[src/hdl/trajectory_moving_average_stabilizer_defines.svh]
// Shared assertion macros. Each one expects i_clk and i_rst_n in the module that uses it.
`ifndef TRAJECTORY_MOVING_AVERAGE_STABILIZER_DEFINES_SVH
`define TRAJECTORY_MOVING_AVERAGE_STABILIZER_DEFINES_SVH

// The consequent must hold in the same cycle as the antecedent.
`define TMAS_ASSERT_NOW(label, ante, cons, msg) \
    label: assert property (@(posedge i_clk) disable iff (!i_rst_n) (ante) |-> (cons)) \
        else $error(msg);

// The consequent must hold in the cycle after the antecedent.
`define TMAS_ASSERT_NEXT(label, ante, cons, msg) \
    label: assert property (@(posedge i_clk) disable iff (!i_rst_n) (ante) |=> (cons)) \
        else $error(msg);

`endif

[src/hdl/tmas_pkg.sv]
package tmas_pkg;

    // The window length is 2^DigW - 1, so the mean divider works in base 2^DigW.
    localparam int DigW      = 5;
    localparam int WinLen    = (1 << DigW) - 1;
    localparam int WinExtra  = WinLen - 1;
    localparam int RoundBias = WinLen / 2;
    localparam int PtrW      = $clog2(WinLen);

    localparam int NAxis  = 3;
    localparam int InW    = 32;
    localparam int PosW   = 48;
    localparam int SumW   = 54;
    localparam int FrameW = 32;

    localparam int NDig   = (SumW + DigW - 1) / DigW;
    localparam int NDigHi = (NDig + 1) / 2;
    localparam int NDigLo = NDig - NDigHi;
    localparam int MagW   = NDig * DigW;

    localparam int SDataW = NAxis * InW;
    localparam int MDataW = 5 * PosW + FrameW;

    localparam int QDepth = 4;
    localparam int QPtrW  = $clog2(QDepth);
    localparam int QCntW  = $clog2(QDepth + 1);

    localparam logic [PtrW-1:0] LastSlot = PtrW'(WinLen - 1);
    localparam logic [PosW-1:0] PosMax   = {1'b0, {(PosW - 1){1'b1}}};
    localparam logic [PosW-1:0] PosMin   = {1'b1, {(PosW - 1){1'b0}}};

    typedef struct packed {
        logic [NAxis-1:0][SumW-1:0] sum;
        logic [NAxis-1:0][PosW-1:0] old;
        logic [FrameW-1:0]          frame;
    } t_qent;

    typedef struct packed {
        logic             empty;
        logic [QCntW-1:0] count;
    } t_qstat;

    function automatic logic [PosW-1:0] f_sat_pos(input logic [PosW+1:0] v);
        logic [2:0] top;
        top = v[PosW+1:PosW-1];
        if (top == 3'b000 || top == 3'b111) begin
            return v[PosW-1:0];
        end else if (v[PosW+1]) begin
            return PosMin;
        end else begin
            return PosMax;
        end
    endfunction

    function automatic logic [PtrW-1:0] f_slot_inc(input logic [PtrW-1:0] p);
        return (p == LastSlot) ? '0 : p + 1'b1;
    endfunction

endpackage

[src/hdl/tmas_queue.sv]
`include "trajectory_moving_average_stabilizer_defines.svh"

module tmas_queue (
    input  logic             i_clk,
    input  logic             i_rst_n,
    input  logic             i_push,
    input  tmas_pkg::t_qent  i_push_ent,
    input  logic             i_pop,
    output tmas_pkg::t_qent  o_ent,
    output tmas_pkg::t_qstat o_stat
);

    tmas_pkg::t_qent            r_ent [tmas_pkg::QDepth];
    logic [tmas_pkg::QPtrW-1:0] r_wp;
    logic [tmas_pkg::QPtrW-1:0] r_rp;
    logic [tmas_pkg::QCntW-1:0] r_cnt;

    function automatic logic [tmas_pkg::QPtrW-1:0] f_qinc(input logic [tmas_pkg::QPtrW-1:0] p);
        return (p == tmas_pkg::QPtrW'(tmas_pkg::QDepth - 1)) ? '0 : p + 1'b1;
    endfunction

    always_ff @(posedge i_clk) begin
        if (!i_rst_n) begin
            r_wp  <= '0;
            r_rp  <= '0;
            r_cnt <= '0;
        end else begin
            if (i_push) begin
                r_wp <= f_qinc(r_wp);
            end
            if (i_pop) begin
                r_rp <= f_qinc(r_rp);
            end
            if (i_push && !i_pop) begin
                r_cnt <= r_cnt + 1'b1;
            end else if (!i_push && i_pop) begin
                r_cnt <= r_cnt - 1'b1;
            end
        end
    end

    always_ff @(posedge i_clk) begin
        if (i_push) begin
            r_ent[r_wp] <= i_push_ent;
        end
    end

    assign o_ent        = r_ent[r_rp];
    assign o_stat.empty = r_cnt == '0;
    assign o_stat.count = r_cnt;

    `TMAS_ASSERT_NOW(a_no_overflow, i_push, r_cnt < tmas_pkg::QCntW'(tmas_pkg::QDepth), "push into a full queue")
    `TMAS_ASSERT_NOW(a_no_underflow, i_pop, r_cnt != '0, "pop from an empty queue")
    `TMAS_ASSERT_NEXT(a_count_pop, i_pop && !i_push, r_cnt == $past(r_cnt) - 1'b1, "queue count did not drop on pop")

endmodule

[config.mk]
export PLATFORM = sky130hd
export DESIGN_NAME = tmas_queue
export DESIGN_NICKNAME = d
export VERILOG_FILES = /design/src/hdl/tmas_pkg.sv /design/src/hdl/tmas_queue.sv
export VERILOG_INCLUDE_DIRS = /design/src /design/src/hdl
export SDC_FILE = /design/constraint.sdc
export NUM_CORES = 1
export LEC_CHECK = 0
export ABC_CLOCK_PERIOD_IN_PS = 9500
export BUFFER_PORTS_ARGS = -buffer_cell sky130_fd_sc_hd__clkbuf_2
export CAP_MARGIN = 20
export CORE_MARGIN = 3
export CORE_UTILIZATION = 54
export CTS_BUF_LIST = sky130_fd_sc_hd__clkbuf_4
export DETAILED_ROUTE_END_ITERATION = 6
export PLACE_DENSITY_LB_ADDON = 0.2
export RECOVER_POWER = 100
export SKIP_CTS_REPAIR_TIMING = 1
export SLEW_MARGIN = 20
export SYNTH_ARGS = -nofsm -noshare
export SYNTH_HDL_FRONTEND = slang
export SYNTH_SLANG_ARGS = --single-unit
[constraint.sdc]
create_clock -name i_clk -period 9.5 [get_ports i_clk]
set_clock_uncertainty 0.2 [all_clocks]
set_input_delay 0.475 -clock i_clk [delete_from_list [all_inputs] [get_ports i_clk]]
set_output_delay 0.475 -clock i_clk [all_outputs]
set_load 0.02 [all_outputs]
==> qor.yml, run 1 <==
synth:
  synth_seq_area_share_pct: 82.3
  syn_nets: 2158
  ys.flop_type: "edfxtp_1"
  ys_warn_count: 0
  synth_top_area_share_pct: 81.9
  synthCells: 1809
  ys_types: 23
  yosysTopAreaCell: "edfxtp_1"
  syn_area_um2: 49600
  avgSynthCellArea_um2: 27.4
  synthTopCellsByArea: "edfxtp_1 82%, mux4_2 15%, buf_12 1.3%"
  synth_seq_cells: 1361
  async_flop_share_pct: 0
  synth_edf_count: 1352
timing:
  fmax_mhz: 151
  period_needed_ns: 6.61
  timing.slew.headroom_pct: -219
  final_max_slew_viol_count: 288
  period_share_pct: 69.5
  finalSetupViolCount: 0
  worst_pin_slew_ns: 4.78
  setup_tns_ns: 0
  hold_violations: 0
  whs_ns: 0.142
  rsz0062_at_grt: "false"
routing:
  vias_per_cell: 5.46
  antenna_left: 0
  drc: 0
  drt-total-wl_um: 116000
  drtIter0Drc: 2003
  firstDrtPassIters: 5
  wire_per_inst_um: 23.9
  dr_total_vias: 26400
setup_path:
  cp_slowest_cell: "and2_0"
  crit_type: "flop to flop"
  worst_setup_path_start_kind: "flop"
  worstPathRequired_ns: 9.98
  crit_fanout: 113
  cpPeakStageDelay_ns: 2.53
  worstReg2RegStart: "r_wp[0]"
  crit_chain: "inv_1 > ha_1 > and2_0 > clkbuf_1 > buf_16"
  critPathCaptureType: "flop"
  cp.arrival_ns: 7.08
  crit_start: "r_wp[0]"
finish:
  finish.instance_area_um2: 64200
  area_delta_synth_final_pct: 29.4
  nNetsFinal: 3817
  fillers: 5630
  drive_gt1_share_pct: 32.3
  utilization_pct: 70.8
global_routing:
  grt_overflow: 0
  track_usage_pct: 22.1
  grt_max_degree: 156
  grt_pass1_wl_um: 155000
  grt_pass1_vias: 25100
  antenna_found_initial: 24
floorplanning:
  pin_count: 684
  start_util_pct: 54.7
  die_y_um: 309
  fp.dieArea_um2: 95500
  rows: 110
  die_w_um: 309
  core-area_um2: 90600
clock_tree:
  cts-root-buf: "clkbuf_4"
  cts_tree: "done"
  cts_made_buffers: 350
  clkSinkCount: 1361
  clkLatencyLatePin_ns: 1.10
  cts_max_level: 5
  cts.path.max_buffers: 4
  path_clk_slew_ns: 0.07
placed_design:
  place_area_um2: 53800
  numPortBuffers: 683
  hpwl_um: 64500
  gp_congestion: 0.796
status:
  violations: "max-capacitance violations, max-slew violations"
  status: "finished with violations"
power:
  power_density_nw_per_um2: 202
  leakage_nw: 21.6
  power.total_mw: 13.0
  vdd_drop_max_uv: 174
min_path:
  min_path_type: "input port to flop"
  hold_path.startpoint: "i_pop"
run:
  maxCapViolations: 6
-- logic make-up (layout without fill, tap and decap cells) --
family | count (synthesis) | in the layout | synth area share, %
xor gates and xnor gates | 2 | 2 | 0.0353
adders and majority gates | 7 | 7 | 0.192
DFF | 1361 | 1361 | 82.3
muxes | 342 | 342 | 15.4
buffers and inverters | 80 | 1907 | 1.87
other | 0 | 25 | 0
AOI/OAI and AO/OA | 3 | 3 | 0.0404
and+or+nand+nor | 14 | 14 | 0.167
-- per-stage QoR --
stage	worst slack, ns	instances
finish	2.89	4837
global route	2.50	4836
CTS	3.96	4129
detailed placement	5.25	3609
global placement	5.29	3609
floorplan	0.378	1809
-- routing by layer --
metal	vias up	GRT usage (%)	routed length, µm
met2	1204	36.7	62600
met5	-	0	57
met3	245	7.94	8870
li1	11400	-	-
met4	8	11.3	4110
met1	13500	25.6	39900
-- final cells by class --
cell class | count | area (µm²) | share of cell area (%)
timing repair buffer | 1383 | 10100 | 15.8
sequential | 1361 | 40800 | 63.6
antenna | 25 | 62.6 | 0.0975
clock buffer | 460 | 3450 | 5.38
inverter | 4 | 15.0 | 0.0234
multi-input combinational | 368 | 7870 | 12.3
clock inverter | 60 | 399 | 0.622
tap | 1176 | 1470 | 2.29
-- Yosys cell counts (2+ instances only) --
| cell | instances |
|---|---|
| nor3_1 | 2 |
| and2_1 | 5 |
| mux2i_1 | 4 |
| buf_8 | 3 |
| mux4_2 | 338 |
| nor2b_1 | 5 |
| buf_2 | 34 |
| ha_1 | 6 |
| clkbuf_1 | 4 |
| edfxtp_1 | 1352 |
| inv_1 | 4 |
| buf_12 | 33 |
| dfxtp_1 | 9 |
-- placed cells by master (no fill, tap or decap), types with 2 or more instances in the layout --
master	netlist	final
diode_2	0	25
clkinv_2	0	3
buf_16	0	2
mux4_2	338	338
clkbuf_1	4	344
mux2i_1	4	4
clkbuf_4	0	460
nor3_1	2	2
clkinv_1	0	42
and2_0	0	5
clkinvlp_4	0	2
dfxtp_1	9	8
inv_2	0	6
nor2b_1	5	5
buf_4	1	6
dlygate4sd3_1	0	681
ha_1	6	6
bufinv_16	0	6
buf_12	33	10
edfxtp_1	1352	1352
clkbuf_2	0	340
inv_1	4	4
-- path summary, 6_finish.rpt --
path                                      end  slack (ns)  cells past startpoint
worst max-delay path            r_ent[2][232]        2.89                      5
worst max register to register  r_ent[2][232]        2.89                      5
worst min-delay path                  r_rp[1]        0.14                      4
worst min register to register        r_wp[1]        0.38                      2
-- flip-flops by register name (all words and copies together) (netlist names), named ones only --
register / cells
r_wp: 2
r_ent: 1352
r_cnt: 3
r_rp: 2
-- worst max-delay path: cells and delay by family (launching register included) --
kind	cells	cell delay (ns)
fa+ha+maj	1	0.14
buf+inv	3	2.72
flops	1	0.35
simple gates	1	2.53
-- power breakdown --
group	total, mW	switching (mW)	internal, mW
registers	6.97	0.0718	6.90
clock network	4.52	2.15	2.37
logic	1.47	0.864	0.609
total	13.0	3.08	9.88
Note: power is estimated with default switching activity, not from simulation.
==> run 2, diff against run 1 <==
ABC_CLOCK_PERIOD_IN_PS = 6700   (was 9500)
CORE_UTILIZATION = 59   (was 54)
clock period = 6.7 ns   (was 9.5 ns; I/O delays follow)
==> qor.yml, run 2 (synthesis gave the netlist of run 1 again) <==
finish:
  nNetsFinal: 3816
  regMostFlops: "r_ent"
  largest_reg_flops: 1352
  final_cell_mix: "1,352 x edfxtp_1, 684 x dlygate4sd3_1, 471 x clkbuf_4"
  largest_registers: "r_ent (1352), r_cnt (3)"
  drive_gt1_share_pct: 32.9
  layout_commonest_cell: "edfxtp_1"
  utilization_pct: 77.6
  area_delta_synth_final_pct: 29.4
timing:
  period_needed_ns: 5.42
  worst_slack_ns: 1.28
  rsz0062_at_grt: "false"
  timing.slew.headroom_pct: -199
  whs_ns: 0.158
  worst_pin_slew_ns: 4.49
  setup_tns_ns: 0
  hold_violations: 0
  period_share_pct: 80.9
  fmax_mhz: 184
  finalSetupViolCount: 0
  final_max_slew_viol_count: 1160
floorplanning:
  die_w_um: 296
  pin_count: 684
  fp.dieArea_um2: 87500
  rows: 105
  die_y_um: 296
  start_util_pct: 60.0
  core-area_um2: 82600
setup_path:
  crit_type: "flop to output port"
  critPathCaptureType: "output port"
  r2r_setup_slack_ns: 1.50
  crit_fanout: 161
  cp.arrival_ns: 4.89
  worstReg2RegStart: "r_wp[1]"
  worstReg2RegEnd: "r_ent[1][239]"
  worstPathRequired_ns: 6.16
  reg2reg_depth: 4
  worst_setup_path_start_kind: "flop"
clock_tree:
  clkSinkCount: 1361
  clkLatencyLatePin_ns: 1.13
  path_clk_slew_ns: 0.08
  cts_max_level: 5
  cts-root-buf: "clkbuf_4"
  cts_made_buffers: 344
  cts.path.max_buffers: 4
  cts_tree: "done"
global_routing:
  grt_overflow: 0
  track_usage_pct: 24.0
  grt_pass1_vias: 24900
  antenna_found_initial: 31
  grt_max_degree: 162
  grt_pass1_wl_um: 152000
routing:
  drt-total-wl_um: 124000
  antenna_left: 0
  drc: 0
  firstDrtPassIters: 6
  wire_per_inst_um: 25.8
  vias_per_cell: 5.68
  drtIter0Drc: 2372
  dr_total_vias: 27200
power:
  power_density_nw_per_um2: 290
  leakage_nw: 21.7
  power.total_mw: 18.6
  vdd_drop_max_uv: 236
min_path:
  hold_path.startpoint: "i_push"
  whs_path_depth: 4
  hold_end: "r_wp[0]"
  min_path_type: "input port to flop"
placed_design:
  pre_cts_ws_ns: 3.44
  numPortBuffers: 683
  hpwl_um: 64400
  gp_congestion: 0.773
status:
  status: "finished with violations"
  violations: "max-capacitance violations, max-slew violations"
run:
  maxCapViolations: 12
## run 2: worst max path at each step
stage | startpoint | endpoint | slack (ns) | cells after the start
2_1_floorplan | r_wp[0] | r_ent[3][0] | 1.38 | 2
3_3_place_gp | flop | o_ent[123] | 3.47 | 3
3_5_place_dp | flop | o_ent[325] | 3.44 | 3
4_1_cts | flop | o_ent[325] | 2.20 | 3
5_1_grt | flop | o_ent[312] | 0.93 | 3
6_report | flop | o_ent[312] | 1.28 | 3
## run 2: area by class of cell
| type | count | area, µm² |
|---|---|---|
| antenna | 38 | 95.1 |
| clock buffer | 469 | 3520 |
| clock inverter | 102 | 453 |
| fill | 4304 | 18500 |
| inverter | 4 | 15.0 |
| multi-input combinational | 368 | 7870 |
| sequential | 1361 | 40800 |
| tap | 1070 | 1340 |
| timing repair buffer | 1388 | 10100 |
## run 2: per-layer routing
metal	routed length (µm)	track usage (%)	share of wire (%)
met3	10800	9.04	8.7
met5	45	0	0.036
met4	5000	12.3	4.0
met1	41400	28.7	33
met2	66800	38.5	54
## run 2: metrics by stage
stage          cell area [µm²]  instances
6_report                 64100       4800
5_1_grt                  64100       4795
4_1_cts                  57700       4078
3_5_place_dp             53700       3507
3_3_place_gp             53700       3507
2_1_floorplan            49600       1809
## run 2: power breakdown
group,internal [mW],total [mW],switching (mW)
Clock,3.31,6.55,3.24
Combinational,0.880,2.11,1.23
Sequential,9.80,9.93,0.122
## run 2: worst max-delay path: stages (launching register included)
cell and delay, ns:
dfxtp_4 0.69, clkbuf_4 1.82, mux4_2 0.60, clkbuf_1 0.28
