--- config.mk ---
export PLATFORM = sky130hd
export DESIGN_NAME = tmas_back
export DESIGN_NICKNAME = d
export VERILOG_FILES = /design/src/hdl/trajectory_moving_average_stabilizer_defines.svh /design/src/hdl/tmas_pkg.sv /design/src/hdl/tmas_back.sv
export SDC_FILE = /design/constraint.sdc
export NUM_CORES = 2
export LEC_CHECK = 0
export BUFFER_PORTS_ARGS = -buffer_cell sky130_fd_sc_hd__buf_2
export CAP_MARGIN = 40
export CORE_MARGIN = 5
export CORE_UTILIZATION = 55
export DETAILED_ROUTE_END_ITERATION = 10
export PLACE_DENSITY = 0.78
export SLEW_MARGIN = 20
export SYNTH_ARGS = -nofsm -noshare
export SYNTH_HDL_FRONTEND = slang
export SYNTH_SLANG_ARGS = --single-unit
--- constraint.sdc ---
create_clock -name i_clk -period 25.4 [get_ports i_clk]
set_input_delay 0 -clock i_clk [delete_from_list [all_inputs] [get_ports i_clk]]
set_output_delay 0 -clock i_clk [all_outputs]
set_load 0.01 [all_outputs]
--- src/hdl/trajectory_moving_average_stabilizer_defines.svh ---
// Shared assertion macros. Each one expects i_clk and i_rst_n in the module that uses it.
`ifndef TRAJECTORY_MOVING_AVERAGE_STABILIZER_DEFINES_SVH
`define TRAJECTORY_MOVING_AVERAGE_STABILIZER_DEFINES_SVH

// The consequent must hold in the same cycle as the antecedent.
`define TMAS_ASSERT_NOW(label, ante, cons, msg) \
    label: assert property (@(posedge i_clk) disable iff (!i_rst_n) (ante) |-> (cons)) \
        else $error(msg);

// The consequent must hold in the cycle after the antecedent.
`define TMAS_ASSERT_NEXT(label, ante, cons, msg) \
    label: assert property (@(posedge i_clk) disable iff (!i_rst_n) (ante) |=> (cons)) \
        else $error(msg);

`endif

--- src/hdl/tmas_pkg.sv ---
package tmas_pkg;

    // The window length is 2^DigW - 1, so the mean divider works in base 2^DigW.
    localparam int DigW      = 5;
    localparam int WinLen    = (1 << DigW) - 1;
    localparam int WinExtra  = WinLen - 1;
    localparam int RoundBias = WinLen / 2;
    localparam int PtrW      = $clog2(WinLen);

    localparam int NAxis  = 3;
    localparam int InW    = 32;
    localparam int PosW   = 48;
    localparam int SumW   = 54;
    localparam int FrameW = 32;

    localparam int NDig   = (SumW + DigW - 1) / DigW;
    localparam int NDigHi = (NDig + 1) / 2;
    localparam int NDigLo = NDig - NDigHi;
    localparam int MagW   = NDig * DigW;

    localparam int SDataW = NAxis * InW;
    localparam int MDataW = 5 * PosW + FrameW;

    localparam int QDepth = 4;
    localparam int QPtrW  = $clog2(QDepth);
    localparam int QCntW  = $clog2(QDepth + 1);

    localparam logic [PtrW-1:0] LastSlot = PtrW'(WinLen - 1);
    localparam logic [PosW-1:0] PosMax   = {1'b0, {(PosW - 1){1'b1}}};
    localparam logic [PosW-1:0] PosMin   = {1'b1, {(PosW - 1){1'b0}}};

    typedef struct packed {
        logic [NAxis-1:0][SumW-1:0] sum;
        logic [NAxis-1:0][PosW-1:0] old;
        logic [FrameW-1:0]          frame;
    } t_qent;

    typedef struct packed {
        logic             empty;
        logic [QCntW-1:0] count;
    } t_qstat;

    function automatic logic [PosW-1:0] f_sat_pos(input logic [PosW+1:0] v);
        logic [2:0] top;
        top = v[PosW+1:PosW-1];
        if (top == 3'b000 || top == 3'b111) begin
            return v[PosW-1:0];
        end else if (v[PosW+1]) begin
            return PosMin;
        end else begin
            return PosMax;
        end
    endfunction

    function automatic logic [PtrW-1:0] f_slot_inc(input logic [PtrW-1:0] p);
        return (p == LastSlot) ? '0 : p + 1'b1;
    endfunction

endpackage

--- src/hdl/tmas_back.sv ---
module tmas_back (
    input  logic                        i_clk,
    input  logic                        i_rst_n,
    input  tmas_pkg::t_qstat            i_qstat,
    input  tmas_pkg::t_qent             i_ent,
    output logic                        o_pop,
    output logic                        o_valid,
    input  logic                        i_ready,
    output logic [tmas_pkg::MDataW-1:0] o_data
);

    logic                                      w_adv;
    logic                                      r_s1_v;
    logic                                      r_s2_v;
    logic                                      r_s3_v;
    logic                                      r_ov;
    logic [tmas_pkg::NAxis-1:0]                r_s1_neg;
    logic [tmas_pkg::NAxis-1:0]                r_s2_neg;
    logic [tmas_pkg::NAxis-1:0]                r_s3_neg;
    logic [tmas_pkg::MagW-1:0]                 w_mag     [tmas_pkg::NAxis];
    logic [tmas_pkg::MagW-1:0]                 r_s1_mag  [tmas_pkg::NAxis];
    logic [tmas_pkg::DigW-1:0]                 w_rem_hi  [tmas_pkg::NAxis];
    logic [tmas_pkg::DigW-1:0]                 r_s2_rem  [tmas_pkg::NAxis];
    logic [tmas_pkg::NDigHi*tmas_pkg::DigW-1:0] w_qhi    [tmas_pkg::NAxis];
    logic [tmas_pkg::NDigHi*tmas_pkg::DigW-1:0] r_s2_qhi [tmas_pkg::NAxis];
    logic [tmas_pkg::NDigLo*tmas_pkg::DigW-1:0] r_s2_lo  [tmas_pkg::NAxis];
    logic [tmas_pkg::PosW-1:0]                 w_q       [tmas_pkg::NAxis];
    logic [tmas_pkg::PosW-1:0]                 r_s3_q    [tmas_pkg::NAxis];
    logic [tmas_pkg::PosW-1:0]                 r_s1_old  [tmas_pkg::NAxis];
    logic [tmas_pkg::PosW-1:0]                 r_s2_old  [tmas_pkg::NAxis];
    logic [tmas_pkg::PosW-1:0]                 r_s3_old  [tmas_pkg::NAxis];
    logic [tmas_pkg::FrameW-1:0]               r_s1_frame;
    logic [tmas_pkg::FrameW-1:0]               r_s2_frame;
    logic [tmas_pkg::FrameW-1:0]               r_s3_frame;
    logic [tmas_pkg::PosW-1:0]                 w_corr    [tmas_pkg::NAxis];
    logic [tmas_pkg::PosW-1:0]                 w_smooth;
    logic [tmas_pkg::PosW-1:0]                 r_corr    [tmas_pkg::NAxis];
    logic [tmas_pkg::PosW-1:0]                 r_raw;
    logic [tmas_pkg::PosW-1:0]                 r_smooth;
    logic [tmas_pkg::FrameW-1:0]               r_frame;

    // One base-2^DigW digit of long division by 2^DigW - 1; returns quotient digit and remainder.
    function automatic logic [2*tmas_pkg::DigW-1:0] f_dig_step(
        input logic [tmas_pkg::DigW-1:0] rem,
        input logic [tmas_pkg::DigW-1:0] dig
    );
        logic [tmas_pkg::DigW:0] t;
        logic                    c;
        t = {1'b0, rem} + {1'b0, dig};
        c = t >= (tmas_pkg::DigW + 1)'(tmas_pkg::WinLen);
        return {rem + tmas_pkg::DigW'(c),
                c ? tmas_pkg::DigW'(t - (tmas_pkg::DigW + 1)'(tmas_pkg::WinLen))
                  : t[tmas_pkg::DigW-1:0]};
    endfunction

    assign w_adv   = !r_ov || i_ready;
    assign o_pop   = w_adv && !i_qstat.empty;
    assign o_valid = r_ov;

    // Magnitude plus half the divisor gives rounding with ties away from zero.
    always_comb begin
        for (int k = 0; k < tmas_pkg::NAxis; k++) begin
            if (i_ent.sum[k][tmas_pkg::SumW-1]) begin
                w_mag[k] = {{(tmas_pkg::MagW - tmas_pkg::SumW){1'b0}}, ~i_ent.sum[k]} +
                           tmas_pkg::MagW'(tmas_pkg::RoundBias + 1);
            end else begin
                w_mag[k] = {{(tmas_pkg::MagW - tmas_pkg::SumW){1'b0}}, i_ent.sum[k]} +
                           tmas_pkg::MagW'(tmas_pkg::RoundBias);
            end
        end
    end

    always_comb begin
        logic [tmas_pkg::DigW-1:0]   v_rem;
        logic [2*tmas_pkg::DigW-1:0] v_st;
        for (int k = 0; k < tmas_pkg::NAxis; k++) begin
            v_rem = '0;
            for (int d = 0; d < tmas_pkg::NDigHi; d++) begin
                v_st = f_dig_step(v_rem,
                    r_s1_mag[k][tmas_pkg::MagW-1-d*tmas_pkg::DigW -: tmas_pkg::DigW]);
                w_qhi[k][(tmas_pkg::NDigHi-1-d)*tmas_pkg::DigW +: tmas_pkg::DigW] =
                    v_st[2*tmas_pkg::DigW-1:tmas_pkg::DigW];
                v_rem = v_st[tmas_pkg::DigW-1:0];
            end
            w_rem_hi[k] = v_rem;
        end
    end

    always_comb begin
        logic [tmas_pkg::DigW-1:0]                  v_rem;
        logic [2*tmas_pkg::DigW-1:0]                v_st;
        logic [tmas_pkg::NDigLo*tmas_pkg::DigW-1:0] v_qlo;
        logic [tmas_pkg::MagW-1:0]                  v_full;
        for (int k = 0; k < tmas_pkg::NAxis; k++) begin
            v_rem = r_s2_rem[k];
            for (int d = 0; d < tmas_pkg::NDigLo; d++) begin
                v_st = f_dig_step(v_rem,
                    r_s2_lo[k][(tmas_pkg::NDigLo-1-d)*tmas_pkg::DigW +: tmas_pkg::DigW]);
                v_qlo[(tmas_pkg::NDigLo-1-d)*tmas_pkg::DigW +: tmas_pkg::DigW] =
                    v_st[2*tmas_pkg::DigW-1:tmas_pkg::DigW];
                v_rem = v_st[tmas_pkg::DigW-1:0];
            end
            v_full = {r_s2_qhi[k], v_qlo};
            w_q[k] = v_full[tmas_pkg::PosW-1:0];
        end
    end

    // A negative mean turns oldest minus mean into oldest plus magnitude.
    always_comb begin
        for (int k = 0; k < tmas_pkg::NAxis; k++) begin
            if (r_s3_neg[k]) begin
                w_corr[k] = tmas_pkg::f_sat_pos(
                    {{2{r_s3_old[k][tmas_pkg::PosW-1]}}, r_s3_old[k]} + {2'b00, r_s3_q[k]});
            end else begin
                w_corr[k] = tmas_pkg::f_sat_pos(
                    {{2{r_s3_old[k][tmas_pkg::PosW-1]}}, r_s3_old[k]} - {2'b00, r_s3_q[k]});
            end
        end
        w_smooth = r_s3_neg[0] ? ~r_s3_q[0] + 1'b1 : r_s3_q[0];
    end

    always_ff @(posedge i_clk) begin
        if (!i_rst_n) begin
            r_s1_v <= 1'b0;
            r_s2_v <= 1'b0;
            r_s3_v <= 1'b0;
            r_ov   <= 1'b0;
        end else if (w_adv) begin
            r_s1_v <= o_pop;
            r_s2_v <= r_s1_v;
            r_s3_v <= r_s2_v;
            r_ov   <= r_s3_v;
        end
    end

    always_ff @(posedge i_clk) begin
        if (w_adv) begin
            for (int k = 0; k < tmas_pkg::NAxis; k++) begin
                r_s1_neg[k] <= i_ent.sum[k][tmas_pkg::SumW-1];
                r_s1_mag[k] <= w_mag[k];
                r_s1_old[k] <= i_ent.old[k];
                r_s2_neg[k] <= r_s1_neg[k];
                r_s2_rem[k] <= w_rem_hi[k];
                r_s2_qhi[k] <= w_qhi[k];
                r_s2_lo[k]  <= r_s1_mag[k][tmas_pkg::NDigLo*tmas_pkg::DigW-1:0];
                r_s2_old[k] <= r_s1_old[k];
                r_s3_neg[k] <= r_s2_neg[k];
                r_s3_q[k]   <= w_q[k];
                r_s3_old[k] <= r_s2_old[k];
                r_corr[k]   <= w_corr[k];
            end
            r_s1_frame <= i_ent.frame;
            r_s2_frame <= r_s1_frame;
            r_s3_frame <= r_s2_frame;
            r_raw      <= r_s3_old[0];
            r_smooth   <= w_smooth;
            r_frame    <= r_s3_frame;
        end
    end

    assign o_data = {r_frame, r_smooth, r_raw, r_corr[2], r_corr[1], r_corr[0]};

endmodule

==> impl_results.md <==
- Run status: complete, no violations
- Fin. Hold Viols: 0
- Cts bufs inserted: 131
- CP max-delay cell: o21ai_0
- Final setup violation count: 0
- Die footprint: about 140,000 µm²
- Initial Util: between 50% and 60%
- TritonCTS clock tree: yes
- Crit path buf inv count: 2
- Fillers: between 9,000 and 10,000
- Synth Register Bits: between 1,000 and 1,500
- Hold Path Depth: 3
- Final Max Slew Viols: 0
- Final std cells w/o fill: 9,858
- Final TNS setup: 0 ps
- # IOs: ~620
- Fmax: ~86 MHz
- Post-CTS setup buffers: 0
- 1st-iter DRT viols: ~5,700
- Longest Clk Path Bufs: 3
- Post-synth EDFFs: around 1,300
- Dpl cells: 8,928
- Ys flop type: edfxtp_1
- CP Launch Type: flip-flop
- Reg2Reg Depth: 43
- Fin crit period: between 10,000 and 15,000 ps
- CP peak stage delay: 570 ps
- Initial DRT Pass Iterations: 5
- FP Rows: between 100 and 150
- Most used cell, CP: ha_1
- Hold Crit Class: input port to flip-flop
- Tcrit/Tclk final: approximately 46%
- Area leader, netlist: edfxtp_1
- Post_cts resized: 0
- Max-cap viol count: 0
- Post-Syn Area: 74,300 µm²
- DIE WIDTH: between 300 and 400 µm
- Initial antenna violation count: 53
- Global-route wire length before repair: 328,000 µm
- Layout Nets: roughly 8,900
- Area growth from synthesis to layout: 21.7%
- DRC Markers: 0
- Post-DRT Antenna Nets: 0
- Top delay family on crit path: compound AO/OA/AOI/OAI gates
- Sequential area share after synthesis: between 50 and 60%
- Crit Path Category: flip-flop to flip-flop
- Ys async rst share: 0%
- Worst path depth: 43
- Clock-pin slew on the worst setup and hold paths: 60 ps
- Htree depth: 4
- Die Span Y: 378 µm
- Unrepaired setup endpoints after global routing: false
- Yosys cell types: 86
- Pin count of the biggest net entering global routing: between 150 and 200
- Routed via count: slightly below 60,000
- Final worst clock skew: around 45 ps
- Tot GR Track Use: 29.5%
- Clk_lat worst skew: approximately 800 ps
- Core area: between 100,000 and 150,000 µm²
- Final core utilization: 67.5%
- Global route total overflow: 0
- Detailed Place HPWL: ~150,000 µm
- Mapped Cells: a little under 7,000
- Avg Cell Area, Syn: approximately 11 µm²
- Root buffer cell: clkbuf_16
- CP max FO: 6
- Layout cell share with drive strength beyond 1: between 10% and 20%
- Leading post-synthesis cells by cell area: edfxtp_1 (52%), ha_1 (9.2%), xnor2_1 (6.2%)
- CTS Hold Buffers Added: about 650
- Vias in the first global route: approximately 57,000
- Port bufs: ~600
- Share of the synthesized area in the top cell type: about half
- Synth warn: 0
- Routed WL: between 200,000 and 250,000 µm
- Worst Tran Pin Value: 1020 ps
- Setup crit end kind: flip-flop
- CP Data Required Time: between 20,000 and 30,000 ps
- Placer Congestion: roughly 0.94
- CTS Sinks: roughly 1,300
- Post-detailed-route wirelength per cell: about 22 µm
- Vias/cell: 5.90
- Crit path DAT: about 12,000 ps
- Relative slew slack: between 30 and 40%
[cells in the mapped netlist (all sizes together) (17+ instances only)]
library cell  count
clkbuf          193
fa               36
o22a             48
a211oi           37
nand3           182
ha              544
nor4             64
inv             510
a21oi           605
a2bb2oi          50
nor3            158
nand2           351
nand3b           38
o22ai            20
nand2b           52
o41ai            28
o211ai           29
and2             26
nand4            80
edfxtp         1277
a31oi            57
and3             42
o21bai           91
xor2            189
or4              38
a21o            114
o21a             64
nor2            452
nor2b            53
buf              52
xnor2           525
a21boi           17
o21ai           323
or2              32
o31ai            48
or3              62
[logic make-up after synthesis]
group                      after synthesis  share of synthesized area, %
adders and majority gates              580                          10.1
DFF                                   1281                          51.7
other                                    1                       0.00505
buffers and inverters                  762                          3.87
muxes                                   25                         0.360
AOI/OAI and AO/OA                     1700                          14.5
xor gates and xnor gates               714                          8.41
and+or+nand+nor                       1669                          11.0
[worst min-delay path: cells and delay by family]
kind,cells,cell delay (ps)
buffers and inverters,2,660
AO/OA/AOI/OAI,1,120
[metrics by stage]
stage | cell area, µm² | worst slack [ps] | hold WS (ps)
2_1_floorplan | 74300 | 4820 | 54.6
3_3_place_gp | 79100 | 14250 | 176
3_5_place_dp | 79400 | 13930 | 178
4_1_cts | 90200 | 13880 | 1.16
5_1_grt | 90400 | 12890 | 52.0
6_report | 90400 | 13790 | 72.6
[sequential cells by signal, indices dropped and copies added, names as in the netlist]
name / count
r_s2_frame: 32
r_s3_old: 144
r_s2_lo: 75
r_corr: 144
r_s2_qhi: 69
r_s1_old: 144
r_s3_q: 144
r_s1_v: 1
r_s3_frame: 32
r_smooth: 48
r_s3_v: 1
r_s3_neg: 3
r_s2_neg: 3
r_frame: 32
r_raw: 48
o_valid: 1
r_s2_old: 144
r_s1_mag: 165
r_s2_rem: 15
r_s2_v: 1
r_s1_neg: 3
r_s1_frame: 32
[cells in the final DEF (no fill, tap or decap), types with 36 or more instances in the layout]
cell           netlist  layout
a211oi_1            37      36
a21o_1             114     114
a21oi_1            605     604
a2bb2oi_1           50      50
a31oi_1             56      56
and3_1              42      42
buf_2               12     616
buf_4                0      41
clkbuf_16            0     134
diode_2              0      42
dlygate4sd3_1        0     653
edfxtp_1          1277    1277
fa_1                36      36
ha_1               544     544
inv_1              510     509
nand2_1            351     351
nand2b_1            52      52
nand3_1            182     182
nand3b_1            38      38
nand4_1             80      80
nor2_1             452     452
nor2b_1             53      53
nor3_1             158     158
nor4_1              64      62
o21a_1              64      64
o21ai_0            292     292
o21bai_1            91      91
o22a_1              48      48
o31ai_1             48      48
or3_1               59      59
or4_1               38      38
xnor2_1            525     525
xor2_1             189     189
[area by class of cell]
type	instances	area, µm²	share of cell area [%]
well taps	1768	2210	2.45
flip-flops and latches	1281	38400	42.5
repair buffers	1328	10300	11.4
inverters	517	1940	2.15
diodes	42	105	0.116
multi-input cells	4691	33100	36.6
clock inverters	74	870	0.962
clock buffers	157	3440	3.80
[path summary, 6_finish.rpt]
check / from / endpoint / slack [ps]
setup reg to reg: r_s1_mag[0][160] / r_s2_qhi[0][56] / 13790
hold / removal: i_rst_n / r_s2_v / 70
hold reg to reg: r_s1_old[0][34] / r_s2_old[0][34] / 400
setup / recovery: r_s1_mag[0][160] / r_s2_qhi[0][56] / 13790
[per-layer routing]
| layer | track usage, % | wire, µm | up-vias |
|---|---|---|---|
| met4 | 9.72 | 7430 | 30 |
| met1 | 39.4 | 88900 | 27851 |
| met2 | 48.2 | 101000 | 2593 |
| met5 | 0 | 182 | - |
| li1 | - | - | 27192 |
| met3 | 6.32 | 18900 | 458 |
Power is not shown: default switching activity piles up to over one toggle a cycle in this logic, so the estimate is an artifact.
